--- src/rtl/core/fpcv_pkg.sv ---
// Shared types and constants for the binary32/binary16 converter.
// No dependencies.
package fpcv_pkg;

  typedef enum logic [1:0] {
    ACT_PACK     = 2'd0,
    ACT_UNPACK   = 2'd1,
    ACT_TRUNCATE = 2'd2,
    ACT_UNUSED   = 2'd3
  } action_t;

  localparam logic [15:0] HALF_QNAN      = 16'h7e00;
  localparam logic [14:0] HALF_INF_MAG   = 15'h7c00;
  localparam logic [14:0] HALF_MAX_MAG   = 15'h7bff;
  localparam logic [31:0] FLOAT_QNAN     = 32'h7fc00000;
  localparam logic [30:0] FLOAT_INF_MAG  = 31'h7f800000;
  localparam logic [23:0] ROUND_BIAS     = 24'h001000;

  typedef struct packed {
    logic s1_load;
    logic s2_load;
  } pipe_ctrl_t;

endpackage

--- src/rtl/core/fpcv_convert.sv ---
// Combinational pack, unpack and truncate conversion between binary32 and binary16.
// Depends on fpcv_pkg.
module fpcv_convert (
  input  fpcv_pkg::action_t action,
  input  logic [31:0]       operand_bits,
  output logic [31:0]       result_bits
);
  import fpcv_pkg::*;

  function automatic logic [15:0] pack_half(input logic [31:0] bits);
    logic        sign;
    logic [7:0]  efield;
    logic [22:0] frac;
    logic [3:0]  sh;
    logic [23:0] sub;
    logic [24:0] sub_rnd;
    logic [23:0] nrm;
    logic [4:0]  e;
    logic [15:0] h;
    sign    = bits[31];
    efield  = bits[30:23];
    frac    = bits[22:0];
    sh      = 4'(8'd113 - efield);
    sub     = {1'b1, frac} >> sh;
    sub_rnd = {1'b0, sub} + {1'b0, ROUND_BIAS};
    nrm     = {1'b0, frac} + ROUND_BIAS;
    e       = 5'(efield - 8'd112);
    if (efield == 8'hff) begin
      h = (frac != '0) ? HALF_QNAN : {sign, HALF_INF_MAG};
    end else if (efield <= 8'd112) begin
      if (efield < 8'd102) begin
        h = {sign, 15'd0};
      end else begin
        h = {sign, 3'd0, sub_rnd[24:13]};
      end
    end else if (efield >= 8'd143) begin
      h = {sign, HALF_INF_MAG};
    end else if (nrm[23]) begin
      if (efield == 8'd142) begin
        h = {sign, HALF_INF_MAG};
      end else begin
        h = {sign, e + 5'd1, 10'd0};
      end
    end else begin
      h = {sign, e, nrm[22:13]};
    end
    return h;
  endfunction

  function automatic logic [31:0] unpack_half(input logic [15:0] h);
    logic        sign;
    logic [4:0]  e;
    logic [9:0]  frac;
    logic [3:0]  p;
    logic [22:0] m;
    logic [31:0] r;
    sign = h[15];
    e    = h[14:10];
    frac = h[9:0];
    p    = '0;
    for (int i = 0; i < 10; i++) begin
      if (frac[i]) begin
        p = 4'(i);
      end
    end
    m = {13'd0, frac} << (5'd23 - {1'b0, p});
    if (e == 5'd0) begin
      if (frac == '0) begin
        r = {sign, 31'd0};
      end else begin
        r = {sign, 8'({4'd0, p} + 8'd103), m};
      end
    end else if (e == 5'h1f) begin
      r = (frac != '0) ? FLOAT_QNAN : {sign, FLOAT_INF_MAG};
    end else begin
      r = {sign, 8'({3'd0, e} + 8'd112), frac, 13'd0};
    end
    return r;
  endfunction

  function automatic logic [31:0] truncate_half(input logic [31:0] bits);
    logic        sign;
    logic [7:0]  efield;
    logic [22:0] frac;
    logic [3:0]  sh;
    logic [23:0] sub;
    logic [15:0] h;
    logic [31:0] r;
    sign   = bits[31];
    efield = bits[30:23];
    frac   = bits[22:0];
    sh     = 4'(8'd113 - efield);
    sub    = {1'b1, frac} >> sh;
    if (efield >= 8'd143) begin
      h = {sign, HALF_MAX_MAG};
    end else if (efield <= 8'd112) begin
      h = (efield < 8'd102) ? {sign, 15'd0} : {sign, 5'd0, sub[22:13]};
    end else begin
      h = {sign, 5'(efield - 8'd112), frac[22:13]};
    end
    if (efield == 8'hff) begin
      r = (frac != '0) ? FLOAT_QNAN : {sign, FLOAT_INF_MAG};
    end else begin
      r = unpack_half(h);
    end
    return r;
  endfunction

  always_comb begin
    case (action)
      ACT_PACK:     result_bits = {16'd0, pack_half(operand_bits)};
      ACT_UNPACK:   result_bits = unpack_half(operand_bits[15:0]);
      ACT_TRUNCATE: result_bits = truncate_half(operand_bits);
      default:      result_bits = '0;
    endcase
  end

endmodule

--- src/rtl/core/fpcv_ctrl.sv ---
// Valid tracking and load enables for the input and result register stages.
// Depends on fpcv_pkg.
module fpcv_ctrl (
  input  logic                 clk,
  input  logic                 rst,
  input  logic                 in_valid,
  output logic                 in_stall,
  output logic                 out_valid,
  input  logic                 out_stall,
  output fpcv_pkg::pipe_ctrl_t ctrl
);
  import fpcv_pkg::*;

  logic s1_valid;
  logic s2_valid;
  logic s2_free;
  logic s1_free;

  assign s2_free      = !s2_valid || !out_stall;
  assign s1_free      = !s1_valid || s2_free;
  assign in_stall     = !s1_free;
  assign out_valid    = s2_valid;
  assign ctrl.s1_load = in_valid && s1_free;
  assign ctrl.s2_load = s1_valid && s2_free;

  always_ff @(posedge clk) begin
    if (rst) begin
      s1_valid <= 1'b0;
      s2_valid <= 1'b0;
    end else begin
      if (s1_free) begin
        s1_valid <= in_valid;
      end
      if (s2_free) begin
        s2_valid <= s1_valid;
      end
    end
  end

endmodule

--- src/rtl/core/fp32_fp16_converter.sv ---
// Top level of the binary32/binary16 converter: input register, conversion logic, result register.
// Depends on fpcv_pkg, fpcv_ctrl and fpcv_convert.
//
// Converts raw bit patterns: action 0 packs binary32 to binary16 (half-unit rounding, ties
// away from zero, NaN to 0x7e00, result in the low 16 bits), action 1 unpacks binary16 in the
// low 16 bits to binary32 exactly, action 2 truncates binary32 to binary16 and widens it back,
// action 3 returns zero. One operand is taken every cycle while in_stall is low; it is held
// in the input register and converted, and the result register loads the result once the
// result stage is free. Stall on the result side holds both stages and then the input.
module fp32_fp16_converter (
  input  logic        clk,
  input  logic        rst,
  input  logic        in_valid,
  output logic        in_stall,
  input  logic [1:0]  action,
  input  logic [31:0] operand_bits,
  output logic        out_valid,
  input  logic        out_stall,
  output logic [31:0] result_bits
);
  import fpcv_pkg::*;

  pipe_ctrl_t  ctrl;
  action_t     s1_action;
  logic [31:0] s1_operand;
  logic [31:0] conv_result;
  logic [31:0] s2_result;

  fpcv_ctrl u_ctrl (
    .clk       (clk),
    .rst       (rst),
    .in_valid  (in_valid),
    .in_stall  (in_stall),
    .out_valid (out_valid),
    .out_stall (out_stall),
    .ctrl      (ctrl)
  );

  fpcv_convert u_convert (
    .action       (s1_action),
    .operand_bits (s1_operand),
    .result_bits  (conv_result)
  );

  always_ff @(posedge clk) begin
    if (ctrl.s1_load) begin
      s1_action  <= action_t'(action);
      s1_operand <= operand_bits;
    end
    if (ctrl.s2_load) begin
      s2_result <= conv_result;
    end
  end

  assign result_bits = s2_result;

endmodule

--- config.mk ---
export PLATFORM = sky130hd
export DESIGN_NAME = fp32_fp16_converter
export DESIGN_NICKNAME = d
export VERILOG_FILES = /design/src/rtl/core/fpcv_pkg.sv /design/src/rtl/core/fpcv_convert.sv /design/src/rtl/core/fpcv_ctrl.sv /design/src/rtl/core/fp32_fp16_converter.sv
export SDC_FILE = /design/constraint.sdc
export NUM_CORES = 1
export LEC_CHECK = 0
export BUFFER_PORTS_ARGS = -buffer_cell sky130_fd_sc_hd__buf_2
export CORE_MARGIN = 2
export CORE_UTILIZATION = 40
export DETAILED_ROUTE_END_ITERATION = 10
export HOLD_SLACK_MARGIN = 0.03
export PLACE_DENSITY = 0.68
export REMOVE_ABC_BUFFERS = 1
export SLEW_MARGIN = 20
export SYNTH_ARGS = -nofsm -noshare
export SYNTH_HDL_FRONTEND = slang
export SYNTH_SLANG_ARGS = --single-unit
--- constraint.sdc ---
create_clock -name clk -period 4 [get_ports clk]
set_clock_uncertainty 0.1 [all_clocks]
set_input_delay 0.4 -clock clk [delete_from_list [all_inputs] [get_ports clk]]
set_output_delay 0.4 -clock clk [all_outputs]
set_load 0.02 [all_outputs]
== After elaboration in Yosys (flattened, before gate mapping) ==
Index checks and enable logic that the tools add are counted.
Storage, ports and cells
  word-level logic and storage cells: 87
  register bits: 68
Operators by class
  add/subtract/negate cells: 11
  magnitude comparators: 3
  shift-type cells: 3
  eq/ne operators: 6
  reduce and logical (&&, ||, !) cells: 16
  muxes and demuxes: 43
Operators by type and width (count)
  $mux W32: 8
  $pmux W32 S3: 1
  $mux W15: 6
  $mux W31: 2
  $mux W16: 3
  $shl A10 B5 Y23: 2
  $mux W4: 7
  $add A24 B13 Y25 const B: 1
  $add A23 B13 Y24 const B: 1
  $mux W3: 8
  $shr A24 B4 Y24: 1
  $reduce_bool A23 Y1: 1
  $logic_not A10 Y1: 2
  $reduce_bool A10 Y1: 2
  $add A4 B7 Y8 const B: 2
  $add A5 B7 Y8 const B: 2
  $eq A8 B8 Y1 const B: 2
  $mux W12: 1
  $eq A5 B5 Y1 const B: 2
  $logic_not A5 Y1: 2
  $mux W10: 1
  $sub A5 B4 Y5 const A: 2
  $ge A8 B8 Y1 const B: 1
  $le A8 B7 Y1 const B: 1
  12 further kinds: 21

== Depth between registers and ports, before layout ==
  depth in word-level cells: 23
  depth in mapped cells: 17
  depth with buffers taken out: 13

== By module ==
Synthesis repeated with hierarchy kept, for this count alone.
Unflattened totals
  cell total of the unflattened synthesis: 579
  area total of the unflattened synthesis: 5417.7 um2
Modules (own cells, without submodules)
  fpcv_convert: times used 1, area an instance 3349.5 um2, seq. area each 0.0 um2, cells an instance 503
  fp32_fp16_converter: times used 1, area an instance 1981.9 um2, seq. area each 1981.9 um2, cells an instance 66
  fpcv_ctrl: times used 1, area an instance 86.3 um2, seq. area each 40.0 um2, cells an instance 10

== Least setup slack after synthesis ==
OpenSTA, ideal clock, no wires.
  kind: reg2reg
  start point: register s1_operand[23]
  end point: register s2_result[22], in the netlist result_bits[22], data pin
  setup time: 0.270 ns
  data arrival time: 3.723 ns
  slack: -0.093 ns
  buffers on the path: 4
  cell stages (with the launch flop): 16
  cells stage by stage: edfxtp_1 -> buf_6 -> buf_2 -> buf_2 -> inv_1 -> ha_1 -> nor3b_2 -> o21ai_2 -> or2_2 -> o32ai_1 -> or2b_1 -> a31oi_2 -> buf_6 -> mux2_2 -> a221oi_1 -> o211ai_1
Between the ends
  word-level cells in the longest chain between the ends: 23
Ends and longest elaborated chain
  start, declared: line fp32_fp16_converter.sv:25  | logic [31:0] s1_operand;
  start signal, assigned: line fp32_fp16_converter.sv:48  | s1_operand <= operand_bits;
  $sub A1 B4 Y4: line fpcv_convert.sv:92  | sh = 4'(8'd113 - efield);
  $shr A24 B4 Y24: line fpcv_convert.sv:93  | sub = {1'b1, frac} >> sh;
  $mux W10: line fpcv_convert.sv:97  | h = (efield < 8'd102) ? {sign, 15'd0} : {sign, 5'd0, sub[22:13]};
  $mux W15: line fpcv_convert.sv:96  | end else if (efield <= 8'd112) begin
  $mux W15: line fpcv_convert.sv:94  | if (efield >= 8'd143) begin
  $mux W16: line fpcv_convert.sv:110  | case (action)
  $mux W1: line fpcv_convert.sv:62  | if (frac[i]) begin
  $mux W2 (2 in a row): line fpcv_convert.sv:62
  [... 7 more ...]
  $mux W4: line fpcv_convert.sv:110
  $sub A5 B4 Y5: line fpcv_convert.sv:66  | m = {13'd0, frac} << (5'd23 - {1'b0, p});
  $shl A10 B5 Y23: line fpcv_convert.sv:66
  $mux W31: line fpcv_convert.sv:68  | if (frac == '0) begin
  $mux W32: line fpcv_convert.sv:67  | if (e == 5'd0) begin
  $mux W32 *: line fpcv_convert.sv:101  | if (efield == 8'hff) begin
  $pmux W32 S3 *: line fpcv_convert.sv:110
  named net conv_result[22]: line fp32_fp16_converter.sv:26  | logic [31:0] conv_result;
  end signal, assigned: line fp32_fp16_converter.sv:51  | s2_result <= conv_result;
  end, declared: line fp32_fp16_converter.sv:27  | logic [31:0] s2_result;
Mark *: on every way through the listed nets, which the timed path passes. The rest lies on a longest branch. The select of a mux whose other input is x is not followed.
A chain may end at the register's enable or synchronous reset.

== Final worst setup path ==
  start point: register s1_operand[24]
  end point: register s2_result[22], in the netlist result_bits[22], data pin
The elaborated chain is that of the path after synthesis.

==> metrics.txt <==
TritonCTS clock tree=built; PD cells=344 nW/µm²; core box area=13100 µm²; WP data arrival=3.84 ns; sequential power share=0.382; #FFs+latches synth=67; Max Fclk=0.258 GHz; CTS sink cnt=67; syn avg cell area=9.21 µm²; H-tree Lvls=3; slew margin rel.=0.518; Tmin final=3.87 ns; Setup CP Type=flip-flop to flip-flop; first-pass GRT wire length=26200 µm; Port Buffers=71; P_leak=2.52 nW; reg2reg start=s1_operand[24]$_DFFE_PP_; FF/Latch Area=1990 µm²; Critical path origin=s1_operand[24]$_DFFE_PP_; CP Launch Type=flip-flop; worst path required time=3.97 ns; number of vias per cell=6.16; clock share of power=0.365; CTS buffer count=9; DR vias=5269; area of the multi-input gates=3140 µm²; post-synthesis cell type count=73; die height=119 µm; DRC=0; sw power=0.656 mW; top cell type's share of synthesized area=0.366; hold slack=0.132 ns; FFs w/ async S/R, synth=0; most common cell in the netlist=edfxtp_1; Post-Synthesis Cells=579; crit-path max FO=11; Int Pwr=1.58 mW; number of inserted diodes=0; Detailed Route Iter0 Violations=548; Area Growth Syn to Fin=21.9%; fin crit share=0.968; Nets=724; prevailing post-synth register cell=edfxtp_1; total track usage=0.236; antenna violations before repair=0; status=finished, final reports clean; Site Rows=42; sequential share of the synthesized area=0.374; Hold Crit Class=input port to flip-flop; TritonRoute pass-1 iters=6; worst-margin pin slew=0.717 ns; ANT nets after route=0; die width=119 µm; I/O pin total=72; Cell Area, Synth=5330 µm²; Total Routed Length=16600 µm; Hold Startpoint=action[1]; largest net degree at the start of global routing=35; Final Hold Fails=0; ratio of cells with drive above 1 in the final layout=0.259; switching fraction of total power=0.293; clk root buf=clkbuf_16; FF-to-FF path depth=14; Clock transition at path regs=0.05 ns; die area=14300 µm²; top cells by count, synth=edfxtp_1 (65), nor2_1 (59), nand2_1 (57); post-detailed-placement half-perimeter wirelength=12700 µm; Max Cap Viol=0; Routability Congestion=1.03; Comb power frac=0.253; crit end category=flip-flop; Final TNS setup=0 ns; # Post-CTS Setup Buffers=0; Slew Viols, Final=0; unrepaired setup endpoints after global routing=true; Synth area leaders=edfxtp_1 (37%), nor2_1 (4.2%), nand2_1 (4.0%); final setup violation count=0; Initial Util=0.406; Post-synth EDFFs=65; Avg WL per Cell=19.4 µm; worst-case clock buffer depth=2; FILL cells=1271; Hold Path Depth=1; vias in the first global route=4812; grt total ovfl=0; clk_lat worst skew=0.34 ns; VDD IR-drop max=198 µV; largest area contributor in the synthesized netlist=edfxtp_1; YS warnings=0
[kinds of logic after synthesis]
kind of cell / after synthesis / share of synthesized area
xor gates and xnor gates: 26 / 0.0441
buffers and inverters: 53 / 0.0446
AOI/OAI and AO/OA: 170 / 0.223
muxes: 37 / 0.0922
DFF: 67 / 0.374
adders and majority gates: 11 / 0.0258
and+or+nand+nor: 215 / 0.197
[flip-flops by register name (all words and copies together), names as in the netlist]
register,flops
result_bits,31
s1_action,2
s1_operand,32
u_ctrl.out_valid,1
u_ctrl.s1_valid,1
[stage by stage]
step / instance area [µm²] / power, mW / util / std cells / worst slack (ns)
3_5_place_dp: 6130 / 1.41 / 0.466 / 839 / 0.186
3_3_place_gp: 6130 / 1.41 / 0.466 / 839 / 0.206
6_report: 6500 / 2.24 / 0.495 / 856 / 0.130
4_1_cts: 6440 / 2.24 / 0.490 / 855 / 0.163
5_1_grt: 6500 / 2.33 / 0.495 / 856 / -0.0372
2_1_floorplan: 5160 / 1.20 / - / 543 / -0.577
[cells in the final DEF (no fill, tap or decap), drive strengths merged, types with 3 or more instances in the layout]
cell type | synthesis | final
ha | 11 | 11
a221o | 4 | 4
nor3 | 21 | 21
nand3b | 5 | 5
a2bb2oi | 4 | 4
and3 | 11 | 11
mux2 | 11 | 11
mux4 | 8 | 8
and2 | 3 | 3
o22ai | 6 | 6
nor2 | 59 | 59
nor4b | 4 | 4
a221oi | 8 | 8
o21a | 4 | 4
edfxtp | 65 | 65
a22oi | 16 | 16
nand3 | 12 | 12
o32ai | 4 | 4
clkinv | 2 | 3
nand2b | 8 | 8
xor2 | 8 | 8
nand2 | 57 | 57
clkbuf | 26 | 13
nor4 | 8 | 8
inv | 15 | 15
buf | 10 | 121
mux2i | 18 | 18
o31ai | 6 | 6
o21ai | 33 | 33
a211o | 5 | 5
o221ai | 4 | 4
nand4 | 4 | 4
a31oi | 5 | 5
nor2b | 6 | 6
or2 | 8 | 8
a21oi | 39 | 39
xnor2 | 18 | 18
o211ai | 8 | 8
a211oi | 5 | 5
[worst max-delay path, stage by stage, from the launching register on]
cell and delay, ns:
edfxtp_1 0.34, clkinv_1 0.08, ha_1 0.32, buf_4 0.16
buf_4 0.17, and3_1 0.15, a211o_1 0.30, a221o_1 0.35
a31oi_1 0.23, o211ai_2 0.16, a31oi_2 0.23, buf_6 0.19
mux2_2 0.37, a221oi_1 0.32, o211ai_1 0.13
[final cells by class]
| cell class | count | share of cell area |
|---|---|---|
| Tap cell | 176 | 0.0339 |
| Inverter | 17 | 0.00982 |
| Clock inverter | 3 | 0.00712 |
| Multi-Input combinational cell | 459 | 0.483 |
| Timing Repair Buffer | 121 | 0.118 |
| Sequential cell | 67 | 0.306 |
| Clock buffer | 13 | 0.0416 |
[timing repair]
action | 4_1_cts | 5_1_grt
gates resized for setup | 0 | 7
endpoints found under the setup margin | 0 | 10
hold buffers | 0 | 0
[power groups by stage]
stage	Combinational (mW)	Clock [mW]	Sequential [mW]
global placement	0.539	0	0.867
detailed placement	0.543	0	0.868
finish	0.566	0.817	0.854
CTS	0.545	0.841	0.854
global route	0.608	0.862	0.859
floorplan	0.303	0	0.901
[per-layer routing]
metal  up-vias  part of all wire  GRT usage  wire, µm
li1       2423                 -          -         -
met3        42              0.11     0.0498      1820
met2       348              0.43      0.342      7190
met5         -                 0          0         0
met1      2456              0.43      0.341      7160
met4         0             0.028     0.0978       466
[worst paths after layout]
path / endpoint / slack (ns)
max: result_bits[22]$_DFFE_PP_ / 0.13
max reg2reg: result_bits[22]$_DFFE_PP_ / 0.13
min reg2reg: u_ctrl.out_valid$_SDFFE_PP0P_ / 0.42
min: s1_action[1]$_DFFE_PP_ / 0.13
Power figures use the tool's default switching activity.
